==> src/skt_pkg.sv <==
`default_nettype none
// ----------------------------------------------------------------------------
// skt_pkg
// shared constants and types of the streaming k-th largest tracker
// ----------------------------------------------------------------------------
package skt_pkg;

   localparam int MAX_K   = 64;
   localparam int ADDR_W  = (MAX_K > 1) ? $clog2(MAX_K) : 1;
   localparam int CNT_W   = $clog2(MAX_K + 1);
   localparam int RANK_W  = 7;
   localparam int DATA_W  = 32;
   localparam int EXT_W   = CNT_W + RANK_W;

   typedef enum logic [6:0] {
      ST_IDLE     = 7'b0000001,
      ST_TAIL_CMP = 7'b0000010,
      ST_STEP     = 7'b0000100,
      ST_STEP_CMP = 7'b0001000,
      ST_RES_RD   = 7'b0010000,
      ST_RES_OUT  = 7'b0100000,
      ST_SPARE    = 7'b1000000
   } state_type;

   // rank 0 reads as 1, ranks above the store depth saturate
   function automatic logic [CNT_W-1:0] eff_rank(input logic [RANK_W-1:0] rank);
      logic [EXT_W-1:0] r;
      logic [EXT_W-1:0] res;
      r = EXT_W'(rank);
      if (r == '0)
         res = EXT_W'(1);
      else if (r > EXT_W'(MAX_K))
         res = EXT_W'(MAX_K);
      else
         res = r;
      return res[CNT_W-1:0];
   endfunction

endpackage
`default_nettype wire

==> src/streaming_kth_largest_tracker_unit.sv <==
`default_nettype none
// insertion: a value that is discarded skips the shifts; otherwise stored entries
//   smaller than the new value move down one slot at a time, each shift a read
//   (ST_STEP) and then a compare and write (ST_STEP_CMP) on the sorted value store
// throughput: one request at a time, the next accepted once the result is loaded
// reset: synchronous, empties the store (count cleared) and sets the rank (rank_ff) to 1
// ----------------------------------------------------------------------------
// streaming_kth_largest_tracker_unit
// keeps the k largest values of a signed stream in a sorted store, returns
// the smallest kept value and a full flag after every request
// ----------------------------------------------------------------------------
module streaming_kth_largest_tracker_unit (
   input  wire logic                        clock,
   input  wire logic                        reset,
   input  wire logic                        req_valid,
   output logic                             req_ready,
   input  wire logic signed [skt_pkg::DATA_W-1:0] req_new_value,
   output logic                             rsp_valid,
   input  wire logic                        rsp_ready,
   output logic signed [skt_pkg::DATA_W-1:0] rsp_kth_value,
   output logic                             rsp_full_res,
   input  wire logic                        csr_wr_en,
   input  wire logic [skt_pkg::RANK_W-1:0]  csr_wr_data
);
   import skt_pkg::*;

   state_type state_ff, state_in;
   logic [RANK_W-1:0]        rank_ff, rank_in;
   logic [CNT_W-1:0]         count_ff, count_in;
   logic [ADDR_W-1:0]        pos_ff, pos_in;
   logic signed [DATA_W-1:0] value_ff, value_in;
   logic                     full_ff, full_in;
   logic                     rsp_valid_ff, rsp_valid_in;
   logic signed [DATA_W-1:0] rsp_value_ff, rsp_value_in;
   logic                     rsp_full_ff, rsp_full_in;

   logic signed [DATA_W-1:0] mem [MAX_K];
   logic signed [DATA_W-1:0] rd_data_ff;
   logic [ADDR_W-1:0]        rd_addr;
   logic                     wr_en;
   logic [ADDR_W-1:0]        wr_addr;
   logic signed [DATA_W-1:0] wr_data;

   logic [CNT_W-1:0] k_eff;
   logic [CNT_W-1:0] cnt_clip;
   logic [CNT_W-1:0] cnt_dec;
   logic [CNT_W-1:0] count_dec;
   logic             accept;
   logic             out_free;

   assign k_eff     = eff_rank(rank_ff);
   assign cnt_clip  = (count_ff > k_eff) ? k_eff : count_ff;
   assign cnt_dec   = cnt_clip - CNT_W'(1);
   assign count_dec = count_ff - CNT_W'(1);
   assign req_ready = (state_ff == ST_IDLE);
   assign accept    = req_valid && req_ready;
   assign out_free  = !rsp_valid_ff || rsp_ready;

   assign rsp_valid     = rsp_valid_ff;
   assign rsp_kth_value = rsp_value_ff;
   assign rsp_full_res  = rsp_full_ff;

   // sorted store, descending, one write and one registered read per cycle
   always_ff @(posedge clock) begin
      if (wr_en) begin
         mem[wr_addr] <= wr_data;
      end
      rd_data_ff <= mem[rd_addr];
   end

   always_comb begin
      state_in     = state_ff;
      rank_in      = csr_wr_en ? csr_wr_data : rank_ff;
      count_in     = count_ff;
      pos_in       = pos_ff;
      value_in     = value_ff;
      full_in      = full_ff;
      rsp_valid_in = rsp_valid_ff && !rsp_ready;
      rsp_value_in = rsp_value_ff;
      rsp_full_in  = rsp_full_ff;
      rd_addr      = count_dec[ADDR_W-1:0];
      wr_en        = 1'b0;
      wr_addr      = pos_ff;
      wr_data      = value_ff;

      unique case (state_ff)
         ST_IDLE: begin
            rd_addr = cnt_dec[ADDR_W-1:0];
            if (accept) begin
               value_in = req_new_value;
               if (cnt_clip < k_eff) begin
                  // room left, insert with the store growing by one
                  count_in = cnt_clip + CNT_W'(1);
                  full_in  = ((cnt_clip + CNT_W'(1)) == k_eff);
                  pos_in   = cnt_clip[ADDR_W-1:0];
                  state_in = ST_STEP;
               end else begin
                  // full, compare against the smallest kept value first
                  count_in = cnt_clip;
                  full_in  = 1'b1;
                  pos_in   = cnt_dec[ADDR_W-1:0];
                  state_in = ST_TAIL_CMP;
               end
            end
         end
         ST_TAIL_CMP: begin
            if (value_ff > rd_data_ff)
               state_in = ST_STEP;
            else
               state_in = ST_RES_RD;
         end
         ST_STEP: begin
            rd_addr = pos_ff - ADDR_W'(1);
            if (pos_ff == '0) begin
               wr_en    = 1'b1;
               state_in = ST_RES_RD;
            end else begin
               state_in = ST_STEP_CMP;
            end
         end
         ST_STEP_CMP: begin
            wr_en = 1'b1;
            if (rd_data_ff < value_ff) begin
               // shift the smaller neighbor down one slot
               wr_data  = rd_data_ff;
               pos_in   = pos_ff - ADDR_W'(1);
               state_in = ST_STEP;
            end else begin
               state_in = ST_RES_RD;
            end
         end
         ST_RES_RD: begin
            state_in = ST_RES_OUT;
         end
         ST_RES_OUT: begin
            if (out_free) begin
               rsp_valid_in = 1'b1;
               rsp_value_in = rd_data_ff;
               rsp_full_in  = full_ff;
               state_in     = ST_IDLE;
            end
         end
         default: begin
            state_in = ST_IDLE;
         end
      endcase
   end

   always_ff @(posedge clock) begin
      if (reset) begin
         state_ff     <= ST_IDLE;
         rank_ff      <= RANK_W'(1);
         count_ff     <= '0;
         rsp_valid_ff <= 1'b0;
      end else begin
         state_ff     <= state_in;
         rank_ff      <= rank_in;
         count_ff     <= count_in;
         rsp_valid_ff <= rsp_valid_in;
      end
      pos_ff       <= pos_in;
      value_ff     <= value_in;
      full_ff      <= full_in;
      rsp_value_ff <= rsp_value_in;
      rsp_full_ff  <= rsp_full_in;
   end

endmodule
`default_nettype wire
==> config.mk <==
export PLATFORM = sky130hd
export DESIGN_NAME = streaming_kth_largest_tracker_unit
export DESIGN_NICKNAME = d
export VERILOG_FILES = /design/src/skt_pkg.sv /design/src/streaming_kth_largest_tracker_unit.sv
export SDC_FILE = /design/constraint.sdc
export NUM_CORES = 2
export LEC_CHECK = 0
export ABC_AREA = 1
export ABC_CLOCK_PERIOD_IN_PS = 6600
export BUFFER_PORTS_ARGS = -buffer_cell sky130_fd_sc_hd__buf_2
export CAP_MARGIN = 20
export CORE_UTILIZATION = 54
export CTS_BUF_LIST = sky130_fd_sc_hd__clkbuf_4 sky130_fd_sc_hd__clkbuf_8
export DETAILED_ROUTE_END_ITERATION = 8
export HOLD_SLACK_MARGIN = 0.03
export PLACE_DENSITY = 0.74
export SLEW_MARGIN = 0
export SYNTH_ARGS = -nofsm -noshare
export SYNTH_HDL_FRONTEND = slang
export SYNTH_SLANG_ARGS = --single-unit
==> constraint.sdc <==
create_clock -name clock -period 6.6 [get_ports clock]
set_clock_uncertainty 0.05 [all_clocks]
set_input_delay 0 -clock clock [delete_from_list [all_inputs] [get_ports clock]]
set_output_delay 0 -clock clock [all_outputs]
set_load 0.005 [all_outputs]
# Word-level counts from Yosys, hierarchy flattened
# Memories as Yosys holds them, arrays and structs flattened. A register that Yosys moved wholly into a read port is not among the register bits.
# Index checks and enable logic that the tools add are counted.
# word_totals
ff_bits,94
ramBits,2048
output_inout_bits,35
elab_cells,65
mem_count,1
# op_classes
add_sub_neg,4
order_cmp,5
n_eq_ne,10
n_mux,24
n_reduce_logical,12
# memory_table
name,depth,width,read_ports,rd_clocked_by_memory_dff,write_ports,line,text
mem,64,32,1,1,1,streaming_kth_largest_tracker_unit.sv:37,logic signed [DATA_W-1:0] mem [MAX_K];
# ops
operator,count
2-to-1 mux 32 bit,2
2-to-1 mux 7 bit,6
case mux 7 bit (6 select lines),1
greater-than comparator 32 bit,1
less-than comparator 32 bit,1
case mux 6 bit (2 select lines),2
2-to-1 mux 6 bit,3
"subtractor 6 x 1 -> 6 bit, second input constant",3
2-to-1 mux 5 bit,3
"adder 7 x 1 -> 7 bit, second input constant",1
"equality test 7 x 1 -> 1 bit, second input constant",1
"equality test 7 x 2 -> 1 bit, second input constant",1
"equality test 7 x 3 -> 1 bit, second input constant",1
"equality test 7 x 4 -> 1 bit, second input constant",1
"equality test 7 x 5 -> 1 bit, second input constant",1
"equality test 7 x 6 -> 1 bit, second input constant",1
equality test 7 bit,1
greater-than comparator 7 bit,1
"greater-than comparator 7 bit, second input constant",1
zero test 7 bit,1
less-than comparator 7 bit,1
zero test 6 bit,1
AND reduction 2 bit,3
2-to-1 mux 1 bit,5
9 further kinds,12

# Logic depth before layout (Yosys ltp)
# depth
depth_word,9
mapped_depth,25
ltp_nobuf,23

# Least setup slack after synthesis
# OpenSTA, ideal clock, no wires.
# synth_path
path_type,flip-flop to flip-flop
from,register value_ff[19]
to,memory mem[0][0] (data pin)
setup_ps,702
arrival_time_ps,4432
required_ps,5848
setup_slack_ps,1416
stages_incl_launch_ff,15
path_buffers,1
synth_period_minus_slack_ps,5184
cell_sequence,edfxtp_1 -> inv_1 -> ha_1 -> a21oi_1 -> o21ai_0 -> nand3_1 -> nand2_1 -> nand2_1 -> a21oi_1 -> a211oi_1 -> nand2_1 -> nand2_1 -> nand3_1 -> buf_2 -> o21ai_0
# synth_between
elab_chain_len,3
# synth_lines
item,line,text
from (decl),streaming_kth_largest_tracker_unit.sv:31,"logic signed [DATA_W-1:0] value_ff, value_in;"
from (signal assigned),streaming_kth_largest_tracker_unit.sv:162,value_ff <= value_in;
less-than comparator 32 bit,streaming_kth_largest_tracker_unit.sv:123,if (rd_data_ff < value_ff) begin
2-to-1 mux 32 bit,streaming_kth_largest_tracker_unit.sv:123,
2-to-1 mux 32 bit,streaming_kth_largest_tracker_unit.sv:86,unique case (state_ff)
net wr_data[0],streaming_kth_largest_tracker_unit.sv:42,logic signed [DATA_W-1:0] wr_data;
to (decl),streaming_kth_largest_tracker_unit.sv:37,
# The timed path passes the listed nets, and every way through them passes these cells.

# Worst setup path in the final report
# layout_path
from,register rank_ff[2]
to,register rd_data_ff[21] (read register of mem)
# layout_between
elab_chain_len,7
elab_cells_between_ends,8
classes_between,add/sub: 1; order compare: 2; mux: 4; reduce/logical: 1
# layout_lines
item,line,text
from (decl),streaming_kth_largest_tracker_unit.sv:28,"logic [RANK_W-1:0] rank_ff, rank_in;"
from (signal assigned),streaming_kth_largest_tracker_unit.sv:157,rank_ff <= rank_in;
greater-than comparator 7 bit,skt_pkg.sv:32,else if (r > EXT_W'(MAX_K))
2-to-1 mux 7 bit,skt_pkg.sv:32,
2-to-1 mux 7 bit (*),skt_pkg.sv:30,if (r == '0)
greater-than comparator 7 bit,streaming_kth_largest_tracker_unit.sv:52,assign cnt_clip = (count_ff > k_eff) ? k_eff : count_ff;
2-to-1 mux 7 bit (*),streaming_kth_largest_tracker_unit.sv:52,
subtractor 6 x 1 -> 6 bit (*),streaming_kth_largest_tracker_unit.sv:53,assign cnt_dec = cnt_clip - CNT_W'(1);
case mux 6 bit (2 select lines) (*),streaming_kth_largest_tracker_unit.sv:86,
to (decl),streaming_kth_largest_tracker_unit.sv:38,logic signed [DATA_W-1:0] rd_data_ff;
# Every way passes the cells marked *; elsewhere a longest branch is shown, timed or not.
# A chain may end at the register's enable or synchronous reset.

==> results.toml <==
[critical_path]
worst-r2r-setup-slack_ps = 1300
worst_path_most_repeated_cell = "sky130_fd_sc_hd__nand2_1"
cp_data_arrival_time_ps = 6230
timing.rr.end = "rd_data_ff[21]"
worst-path-max-fanout = 61
required_ps = 7530
critical_path_cell_list = "nor2_1, nand3_1, nand2_1, nand2_1, ha_1, nand2_2, inv_1, a21oi_2, nand2_4, nand2_4, nand2_1, nand3_2, nand2_8, nand2_8, buf_4, buf_4, nand2_1, nand2_1, nand2_1, nand3_1, nand3_1, nand3_1, nand3_1, nand2_1"
cp_slowest_cell = "sky130_fd_sc_hd__nand2_8"
startpoint_type_of_the_worst_setup_path = "flip-flop"
crit-reg2reg-launch = "rank_ff[2]"
max_stage_delay_ps = 670
crit_path_end_kind = "flip-flop"
setup.worst_path.class = "flip-flop to flip-flop"
reg2reg_depth = 24
crit_path_start = "rank_ff[2]"

[clocking]
clk_path_buf_depth = 4
cts_root_buf = "sky130_fd_sc_hd__clkbuf_8"
clkLatencyLatePin_ps = 1070
post_cts_resize_count = 0
post_cts_buffers = 0
cts_htree_levels = 5
tritoncts_num_sinks = 2173
cts_tree = "done"
cts_made_buffers = 353
post_cts_hold_fix_bufs = 102
clkSlewWorstSetupHoldPaths_ps = 60

[placed_design]
hpwlAfterDp_um = 142900
placed_cell_area_um2 = 98010
place_congestion = 0.9106
portBuffers = 78
placed_cells_incl_taps = 10668

[sta]
max-slew-margin-rel_pct = 22.75
rsz0062_at_grt = "false"
final_hold_violations = 0
finalMaxSlewViolations = 0
finalSetupViolations = 0
final_critical_period_ps = 5300
max_freq_mhz = 188.7
tightestPinTransition_ps = 1156
layout_worst_path_cycle_share_pct = 80.30
tns_ps = 0

[routing]
wire_per_inst_um = 23.84
vias = 68150
vias_per_cell = 5.991
detail_route.drc_violations = 0
detail-route-antenna-nets = 0
drt_pass1_iterations = 7
detail_route.wirelength_um = 271200
drt_iter0_drc = 9793

[yosys]
synth_top_flop_cell = "sky130_fd_sc_hd__edfxtp_1"
synth_warnings = 0
yosysTopAreaCellShare_pct = 67.27
synth_top_cell_by_area = "sky130_fd_sc_hd__edfxtp_1"
synth_enable_flop_cells = 2120
postSynthAreaPerCell_um2 = 10.95
syn_area_um2 = 94640
yosys_register_bits = 2173
synth_seq_area_share_pct = 68.39
synthArstFlopShare_pct = 0
postSynthCellCount = 8644
yosysUniqueCellTypes = 38
syn_nets = 8737
synth_top_cells_by_area = "sky130_fd_sc_hd__edfxtp_1 67%, sky130_fd_sc_hd__nand3_1 12%, sky130_fd_sc_hd__nand2_1 8.1%, sky130_fd_sc_hd__inv_1 3.5%, sky130_fd_sc_hd__nand3b_1 2.8%"

[floorplan]
fp-row-count = 153
floorplan.die_area_um2 = 176900
floorplan.die.height_um = 420.6
die-width_um = 420.6
io_pins = 79
effective_utilization_at_floorplan_pct = 54.39
core_region_area_um2 = 174000

[cells_and_area]
post_layout_nonfiller_instances = 11375
final_area_um2 = 105700
final_layout_size_suffix_gt1_share_pct = 10.47
final_nets = 8893
layout_commonest_cell = "sky130_fd_sc_hd__nand3_1"
fin_util_pct = 60.77
area_growth_pct = 11.73
commonest_cells_after_routing_fill_and_taps_aside = "2238 x sky130_fd_sc_hd__nand3_1, 2120 x sky130_fd_sc_hd__edfxtp_1, 2046 x sky130_fd_sc_hd__nand2_1"

[worst_hold_path]
whs_endpoint = "value_ff[17]"
min_path_cells = 3
hold_class = "input port to flip-flop"
hold_path_startpoint = "req_new_value[17]"

[global_routing]
grt_pass1_vias = 64896
grt_util_all_layers_pct = 30.37
grt.overflow.total = 0
number_of_antenna_violations_at_the_first_check_in_global_routing = 10
largest_net_degree_at_the_start_of_global_routing = 185
grt_pass1_wl_um = 401200

[job]
maxCapViolations = 0

[status]
run_status = "finished, final reports clean"
worst max-delay path by stage:
stage                           to  slack, ps  depth (start not counted)
detailed placement  rd_data_ff[21]       1490                         24
global placement    rd_data_ff[21]       1490                         24
CTS                 rd_data_ff[21]       1440                         24
finish              rd_data_ff[21]       1300                         24
global route        rd_data_ff[17]       1070                         23
floorplan                mem[0][0]       1420                         14
state kept, by name (all words and copies together) (netlist names):
register       flops
rank_ff            7
value_ff          32
mem             2048
rsp_valid          1
full_ff            1
count_ff           7
rd_data_ff        32
rsp_full_res       1
state_ff           6
pos_ff             6
rsp_kth_value     32
cells by family (layout without fill, tap and decap cells):
family                   count (synthesis)  after routing  share of synthesized area [%]
adder cells (fa/ha/maj)                 49             49                         0.6478
AND/OR/NAND/NOR                       4820           4820                          23.69
flip-flops                            2173           2173                          68.39
AO/OA/AOI/OAI                          123            123                         0.6848
other                                    0              5                              0
buffers and inverters                 1463           1864                          6.444
XOR/XNOR                                16             16                         0.1481
synthesized netlist by cell type (2+ instances only):
cell type and instances:
sky130_fd_sc_hd__inv_1 887, sky130_fd_sc_hd__nor2_1 134, sky130_fd_sc_hd__ha_1 49, sky130_fd_sc_hd__buf_2 440
sky130_fd_sc_hd__nand4_1 7, sky130_fd_sc_hd__xnor2_1 4, sky130_fd_sc_hd__o22ai_1 5, sky130_fd_sc_hd__nand2_4 4
sky130_fd_sc_hd__nor2_4 4, sky130_fd_sc_hd__nand4_4 3, sky130_fd_sc_hd__inv_2 11, sky130_fd_sc_hd__nand3b_1 353
sky130_fd_sc_hd__nor4_1 2, sky130_fd_sc_hd__buf_1 25, sky130_fd_sc_hd__nand2_1 2047, sky130_fd_sc_hd__a21oi_1 73
sky130_fd_sc_hd__o21ai_1 3, sky130_fd_sc_hd__o211ai_1 3, sky130_fd_sc_hd__xor2_1 12, sky130_fd_sc_hd__nand2_2 7
sky130_fd_sc_hd__clkbuf_1 86, sky130_fd_sc_hd__or2_2 2, sky130_fd_sc_hd__edfxtp_1 2120, sky130_fd_sc_hd__nand3_1 2239
sky130_fd_sc_hd__buf_4 13, sky130_fd_sc_hd__o21ai_0 33, sky130_fd_sc_hd__nor3_1 14, sky130_fd_sc_hd__dfxtp_1 53
sky130_fd_sc_hd__a211oi_1 2
critical path, delay by kind of cell, from the launching register on:
family                     cells  cell delay (ps)
and+or+nand+nor               19             3110
adders and majority gates      1              340
AOI/OAI and AO/OA              1              170
buffers and inverters          3             1100
DFF                            1              330
through the flow:
| step | hold WS, ps | setup slack, ps |
|---|---|---|
| after CTS | 60.87 | 1443 |
| after detailed placement | 128.9 | 1486 |
| after global placement | 128.1 | 1492 |
| final | 162.5 | 1300 |
| after global routing | 128.6 | 1074 |
| after floorplan | 28.02 | 1416 |
final cells by class:
| type | count | area (um^2) |
|---|---|---|
| Fill cell | 13257 | 68270 |
| Sequential cell | 2173 | 64720 |
| Multi-Input combinational cell | 5008 | 24740 |
| Clock buffer | 522 | 6265 |
| Inverter | 898 | 3393 |
| Timing Repair Buffer | 366 | 3266 |
| Tap cell | 2325 | 2909 |
| Clock inverter | 78 | 434.2 |
| Antenna cell | 5 | 12.51 |
routing by layer:
metal	up-vias	track usage, %	routed length (um)
li1	30084	-	-
met1	32892	40.74	100300
met2	4360	46.93	125300
met3	808	6.186	31630
met4	6	15.81	13880
met5	-	0	33
Power is not shown: default switching activity piles up to over one toggle a cycle in this logic, so the estimate is an artifact.
